$ cat config.mk
export PLATFORM = sky130hd
export DESIGN_NAME = acrms_ctrl
export DESIGN_NICKNAME = d
export VERILOG_FILES = /design/src/hw/rtl/acrms_pkg.sv /design/src/hw/rtl/acrms_ctrl.sv
export SDC_FILE = /design/constraint.sdc
export NUM_CORES = 1
export LEC_CHECK = 0
export ABC_CLOCK_PERIOD_IN_PS = 1300
export CAP_MARGIN = 10
export CORE_AREA = 2 2 39 41
export CTS_BUF_LIST = sky130_fd_sc_hd__clkbuf_8
export CTS_CLUSTER_SIZE = 40
export DETAILED_ROUTE_END_ITERATION = 10
export DIE_AREA = 0 0 41 43
export DONT_BUFFER_PORTS = 1
export PLACE_DENSITY = 0.6
export SYNTH_ARGS = -nofsm -noshare
export SYNTH_HDL_FRONTEND = slang
export SYNTH_SLANG_ARGS = --single-unit
$ cat constraint.sdc
create_clock -name clock -period 1.3 [get_ports clock]
set_clock_uncertainty 0.2 [all_clocks]
set_input_delay 0.13 -clock clock [delete_from_list [all_inputs] [get_ports clock]]
set_output_delay 0.13 -clock clock [all_outputs]
set_load 0.02 [all_outputs]
$ cat src/hw/rtl/acrms_pkg.sv
// ----------------------------------------------------------------------------
// acrms_pkg
// shared widths, codes, state type and the command / status groups that join
// the controller and the datapath of the ac rms current meter
// ----------------------------------------------------------------------------
package acrms_pkg;

   // sample and register widths
   localparam int SAMPLE_BITS = 16;
   localparam int MAX_WINDOW  = 4096;
   localparam int WIN_W       = 13;
   localparam int GAIN_W      = 16;

   // running sums
   localparam int SUM_W = 29;
   localparam int SQ_W  = 45;

   // product and divider widths
   localparam int QLO_W  = 32;
   localparam int PLO_W  = WIN_W + QLO_W;
   localparam int PHI_W  = WIN_W + SQ_W - QLO_W;
   localparam int PROD_W = WIN_W + SQ_W;
   localparam int NN_W   = 2 * WIN_W;

   // square root widths
   localparam int ROOT_W     = PROD_W / 2;
   localparam int ROOT_REM_W = ROOT_W + 2;

   // result widths
   localparam int RMS_W = 15;
   localparam int CUR_W = 25;
   localparam logic [RMS_W-1:0] RMS_MAX  = '1;
   localparam logic [9:0]       MA_PER_A = 10'd1000;

   // iteration counts of the shared divider and the root unit
   localparam int DIV_STEPS  = PROD_W;
   localparam int ROOT_STEPS = ROOT_W;
   localparam int CDIV_STEPS = CUR_W;
   localparam int STEP_W     = 6;

   // configuration port
   localparam int CSR_IDX_W  = 4;
   localparam int CSR_DATA_W = 16;
   localparam logic [CSR_IDX_W-1:0] CSR_WINDOW_LENGTH = 4'd0;
   localparam logic [CSR_IDX_W-1:0] CSR_MV_PER_AMP    = 4'd1;
   localparam logic [WIN_W-1:0]     WINDOW_RESET      = 13'd1024;

   typedef enum logic [3:0] {
      ST_IDLE,
      ST_MUL_LO,
      ST_MUL_HI,
      ST_VAR_LD,
      ST_VAR_DIV,
      ST_ROOT_LD,
      ST_ROOT,
      ST_SCALE,
      ST_CUR_DIV,
      ST_OUT
   } acrms_state_type;

   typedef struct packed {
      logic accum;
      logic clear;
      logic zero_out;
      logic mul_lo;
      logic mul_hi;
      logic var_load;
      logic div_step;
      logic root_load;
      logic root_step;
      logic scale_load;
      logic out_load;
   } acrms_cmd_type;

   typedef struct packed {
      logic win_zero;
      logic win_last;
      logic gain_zero;
      logic step_last;
   } acrms_status_type;

endpackage

$ cat src/hw/rtl/acrms_ctrl.sv
// ----------------------------------------------------------------------------
// acrms_ctrl
// sequencer of the meter: takes sample words, walks the end-of-window
// computation through the datapath and owns the result word valid flag
// ----------------------------------------------------------------------------
module acrms_ctrl
   import acrms_pkg::*;
(
   input  logic             clock,
   input  logic             reset,
   input  logic             req_valid,
   output logic             req_ready,
   output logic             rsp_valid,
   input  logic             rsp_ready,
   input  acrms_status_type stat,
   output acrms_cmd_type    cmd
);

   acrms_state_type state_ff;
   acrms_state_type state_in;
   logic            rsp_valid_ff;
   logic            rsp_valid_in;
   logic            slot_free;
   logic            req_fire;

   // result slot can take a word this cycle
   assign slot_free = !rsp_valid_ff || rsp_ready;

   // a zero window answers at once, so it needs the result slot
   assign req_ready = (state_ff == ST_IDLE) && (!stat.win_zero || slot_free);
   assign req_fire  = req_valid && req_ready;
   assign rsp_valid = rsp_valid_ff;

   // next state
   always_comb begin
      state_in = state_ff;
      case (state_ff)
         ST_IDLE: begin
            if (req_fire && !stat.win_zero && stat.win_last) state_in = ST_MUL_LO;
         end
         ST_MUL_LO:  state_in = ST_MUL_HI;
         ST_MUL_HI:  state_in = ST_VAR_LD;
         ST_VAR_LD:  state_in = ST_VAR_DIV;
         ST_VAR_DIV: begin
            if (stat.step_last) state_in = ST_ROOT_LD;
         end
         ST_ROOT_LD: state_in = ST_ROOT;
         ST_ROOT: begin
            if (stat.step_last) state_in = ST_SCALE;
         end
         ST_SCALE: begin
            if (stat.gain_zero) state_in = ST_OUT;
            else                state_in = ST_CUR_DIV;
         end
         ST_CUR_DIV: begin
            if (stat.step_last) state_in = ST_OUT;
         end
         ST_OUT: begin
            if (slot_free) state_in = ST_IDLE;
         end
         default: state_in = ST_IDLE;
      endcase
   end

   // datapath commands
   always_comb begin
      cmd = '0;
      case (state_ff)
         ST_IDLE: begin
            if (req_fire) begin
               if (stat.win_zero) begin
                  cmd.zero_out = 1'b1;
                  cmd.clear    = 1'b1;
               end else begin
                  cmd.accum = 1'b1;
               end
            end
         end
         ST_MUL_LO:  cmd.mul_lo     = 1'b1;
         ST_MUL_HI:  cmd.mul_hi     = 1'b1;
         ST_VAR_LD:  cmd.var_load   = 1'b1;
         ST_VAR_DIV: cmd.div_step   = 1'b1;
         ST_ROOT_LD: cmd.root_load  = 1'b1;
         ST_ROOT:    cmd.root_step  = 1'b1;
         ST_SCALE:   cmd.scale_load = 1'b1;
         ST_CUR_DIV: cmd.div_step   = 1'b1;
         ST_OUT: begin
            if (slot_free) begin
               cmd.out_load = 1'b1;
               cmd.clear    = 1'b1;
            end
         end
         default: cmd = '0;
      endcase
   end

   // result word valid flag
   always_comb begin
      if (cmd.zero_out || cmd.out_load) rsp_valid_in = 1'b1;
      else if (rsp_ready)               rsp_valid_in = 1'b0;
      else                              rsp_valid_in = rsp_valid_ff;
   end

   always_ff @(posedge clock) begin
      if (reset) begin
         state_ff     <= ST_IDLE;
         rsp_valid_ff <= 1'b0;
      end else begin
         state_ff     <= state_in;
         rsp_valid_ff <= rsp_valid_in;
      end
   end

   // a pending result word is never overwritten
   a_no_overwrite: assert property (@(posedge clock) disable iff (reset)
      (cmd.out_load || cmd.zero_out) |-> (!rsp_valid_ff || rsp_ready))
      else $error("result word overwritten before it was taken");

   // a sample under a zero window answers in the next cycle
   a_zero_window: assert property (@(posedge clock) disable iff (reset)
      (req_fire && stat.win_zero) |=> rsp_valid_ff)
      else $error("zero window sample gave no result word");

   // the sample closing a window starts the computation
   a_window_close: assert property (@(posedge clock) disable iff (reset)
      (req_fire && !stat.win_zero && stat.win_last) |=> (state_ff == ST_MUL_LO))
      else $error("window close did not start the computation");

endmodule

==> results.json <==
{
  "coreArea_sq_um": 1380,
  "maxSlewHeadroom": 0.786,
  "flow.area_growth_from_synthesis_pct": 101,
  "globalRoute.totalOverflow": 0,
  "status": "complete, but fails checks",
  "vias_per_cell": 5.11,
  "finalHoldViolations": 0,
  "timing.critical_path.fanout_max": 4,
  "final.min_clock_period_ns": 1.67,
  "timing.critical_path.cells": "nor4_4 -> nand2_2 -> nor3b_4",
  "grt_setup_unrepaired": "true",
  "die_width_um": 41,
  "die_h_um": 43,
  "fill_cells": 109,
  "cp.buffers_inverters": 0,
  "post-route-worst-setup-slack_ns": -0.365,
  "setup.worst_path.class": "reg2out",
  "critical_path.max_stage_delay_ns": 0.35,
  "final_core_utilization": 0.648,
  "num_vias": 521,
  "boundaryPins": 21,
  "post_synth_xor_area_fraction": 0.0590,
  "cts_made_buffers": 3,
  "ctsRootBufferMaster": "sky130_fd_sc_hd__clkbuf_8",
  "post_synth_inst_count": 57,
  "first_iter_violations": 6,
  "synth.lib_cells_used.distinct": 27,
  "grt_start_max_net_pins": 9,
  "detail_route.wirelength_um": 1390,
  "dp.final_hpwl_um": 937,
  "synth_seq_cells": 5,
  "antenna_violating_nets_post_route": 0,
  "violations": "negative setup slack",
  "stdcell_count": 102,
  "clock_tree.htree_level_count": 1,
  "port_buffers": 0,
  "timing.critical_path.max_delay_family": "simple AND/OR/NAND/NOR gates",
  "maxCapViolations": 0,
  "initial_utilization": 0.322,
  "grt_use_total": 0.177,
  "achievable-frequency_mhz": 600,
  "yosys-mux-area-fraction": 0.0449,
  "final-max-slew-violation-count": 0,
  "synth-compound-area-share": 0.166,
  "number_of_antenna_violations_at_the_first_check_in_global_routing": 0,
  "synthesis.nets": 65,
  "num-nets-final": 95,
  "synth_top_cells_by_area": "sky130_fd_sc_hd__dfxtp_1 22%, sky130_fd_sc_hd__nand2_1 8.4%, sky130_fd_sc_hd__nor3_1 6.7%",
  "area_enclosed_by_the_die_boundary_sq_um": 1760,
  "worstMarginPinSlew_ns": 0.321,
  "wire_length_of_the_first_global_routing_pass_um": 2110,
  "placement.cell_area_sq_um": 674,
  "syn_avg_cell_area_sq_um": 7.81,
  "critical_path.slowest_cell": "sky130_fd_sc_hd__dfxtp_4",
  "period_utilization_post_route": 1.28,
  "synthAdderAreaFrac": 0,
  "dr.pass1.iters": 3,
  "largest_vdd_supply_drop_v": 0.00109,
  "remaining_drc_errors": 0,
  "first_global_vias": 480,
  "synth_top_cell_area_share": 0.225,
  "yosys_warnings": 0,
  "wl_per_cell_um": 13.6,
  "synth.yosys.seq_area_share": 0.225,
  "timing.hold.worst.class": "in2reg",
  "drive_gt1_frac": 0.698,
  "path_clk_slew_ns": 0.04,
  "numPlacedInstances": 88,
  "cts_tree": "yes",
  "timing.critical_path.required_ns": 0.97,
  "placementRows": 14,
  "cp-start-kind": "flip-flop",
  "clock_tree.buffer_depth": 2,
  "globalplace.congestion": 0.705,
  "synth_largest_area_cell": "sky130_fd_sc_hd__dfxtp_1",
  "end_kind": "output pin",
  "powerDensity_nw_per_um2": 2200,
  "cp.arrival_ns": 1.34,
  "main_combinational_cell_family_by_area_after_synthesis": "simple AND/OR/NAND/NOR gates",
  "postLayoutCellArea_sq_um": 897,
  "total_setup_violations_reported_at_the_end_of_the_flow": 15,
  "netlist_area_sq_um": 445,
  "synth_simple_gate_area_share": 0.404,
  "diodes": 0,
  "setup_ws_pre_cts_ns": -0.159,
  "numClockSinks": 5,
  "leakage_nw": 0.360,
  "insertion_delay_ns": 0.22
}
## final timing paths
check,startpoint,end,slack [ns],cells after the start
setup / recovery,state_ff[0],cmd[8],-0.37,3
setup reg to reg,state_ff[3],state_ff[3],-0.20,5
hold reg to reg,state_ff[3],state_ff[1],0.47,2
hold / removal,req_valid,state_ff[0],0.03,4
## cell usage after synthesis
cell type and instances:
sky130_fd_sc_hd__nand2_1 10, sky130_fd_sc_hd__nor2_1 6, sky130_fd_sc_hd__nor3_1 6, sky130_fd_sc_hd__dfxtp_1 5, sky130_fd_sc_hd__buf_4 2, sky130_fd_sc_hd__buf_6 2
sky130_fd_sc_hd__inv_1 2, sky130_fd_sc_hd__mux2i_1 2, sky130_fd_sc_hd__nor3b_1 2, sky130_fd_sc_hd__o21ai_0 2, sky130_fd_sc_hd__xnor2_1 2, sky130_fd_sc_hd__a21boi_0 1
sky130_fd_sc_hd__a21oi_1 1, sky130_fd_sc_hd__a31oi_1 1, sky130_fd_sc_hd__nand2b_1 1, sky130_fd_sc_hd__nand2b_2 1, sky130_fd_sc_hd__nand4_1 1, sky130_fd_sc_hd__nor2b_1 1
sky130_fd_sc_hd__nor4_4 1, sky130_fd_sc_hd__nor4b_1 1, sky130_fd_sc_hd__o211ai_2 1, sky130_fd_sc_hd__o21a_1 1, sky130_fd_sc_hd__o21ai_2 1, sky130_fd_sc_hd__o311ai_2 1
sky130_fd_sc_hd__or2_2 1, sky130_fd_sc_hd__or3_4 1, sky130_fd_sc_hd__xor2_1 1
## power by group
group          switching [mW]  internal (mW)
combinational           0.681          0.720
clock                  0.0832          0.206
sequential             0.0701          0.214
total                   0.834           1.14
## metal layers
layer,part of all wire,GRT usage,wire length [um],vias up
met5,0,0,0,-
met4,0.0065,0.0333,9,0
met2,0.56,0.275,775,16
li1,-,-,-,256
met3,0.041,0.0838,57,2
met1,0.39,0.218,546,247
## tightest hold or removal path: cells and delay by family
family,cells,cell delay [ns]
AO/OA/AOI/OAI,2,0.15
AND/OR/NAND/NOR,1,0.06
multiplexers,1,0.07
## area by class of cell
type	instances	area, sq um	share of cell area
Multi-Input combinational cell	46	448	0.499
Timing Repair Buffer	29	262	0.291
Sequential cell	5	114	0.127
Clock buffer	3	41.3	0.0460
Tap cell	16	20.0	0.0223
Inverter	2	7.51	0.00837
Clock inverter	1	5.00	0.00558
## cells in the final DEF, fill, tap and decap left out, types with 2 or more instances in the layout
master	count
sky130_fd_sc_hd__buf_4	17
sky130_fd_sc_hd__o21ai_2	2
sky130_fd_sc_hd__nor2_4	2
sky130_fd_sc_hd__nor3_4	3
sky130_fd_sc_hd__dlygate4sd3_1	4
sky130_fd_sc_hd__buf_6	7
sky130_fd_sc_hd__nor3b_4	2
sky130_fd_sc_hd__nand2b_4	2
sky130_fd_sc_hd__clkbuf_8	3
sky130_fd_sc_hd__mux2i_1	2
sky130_fd_sc_hd__xnor2_1	2
sky130_fd_sc_hd__dfxtp_2	2
sky130_fd_sc_hd__inv_1	2
sky130_fd_sc_hd__nor3_1	2
sky130_fd_sc_hd__nor2_1	2
sky130_fd_sc_hd__dfxtp_4	3
sky130_fd_sc_hd__nand2_2	2
sky130_fd_sc_hd__nand2_1	7
sky130_fd_sc_hd__nor2_2	2
## cells by family (layout without fill, tap and decap cells)
| family | after synthesis | after routing |
|---|---|---|
| xor gates and xnor gates | 3 | 3 |
| AOI/OAI and AO/OA | 9 | 9 |
| DFF | 5 | 5 |
| and+or+nand+nor | 32 | 32 |
| muxes | 2 | 2 |
| buffers and inverters | 6 | 35 |
## what timing repair did
action / in CTS / in global routing
endpoints found under the setup margin: 15 / 17
buffers inserted: 5 / 2
pin swaps: 7 / 3
hold buffers: 4 / 0
hold endpoints to repair: 5 / 0
gates resized for setup: 17 / 8
## through the flow
stage	setup TNS (ns)	hold WS [ns]	total power [mW]
6_report	-3.30	0.0349	1.97
5_1_grt	-4.26	0.0534	2.10
4_1_cts	-3.35	0.0220	1.86
3_5_place_dp	-1.13	-0.00428	1.33
3_3_place_gp	-0.865	-0.00812	1.32
2_1_floorplan	-0.343	-0.0106	1.07
## state kept, by name, indices dropped and copies added (netlist names)
register / count
state_ff: 4
rsp_valid: 1
No activity file was read; power rests on OpenSTA's default activity.
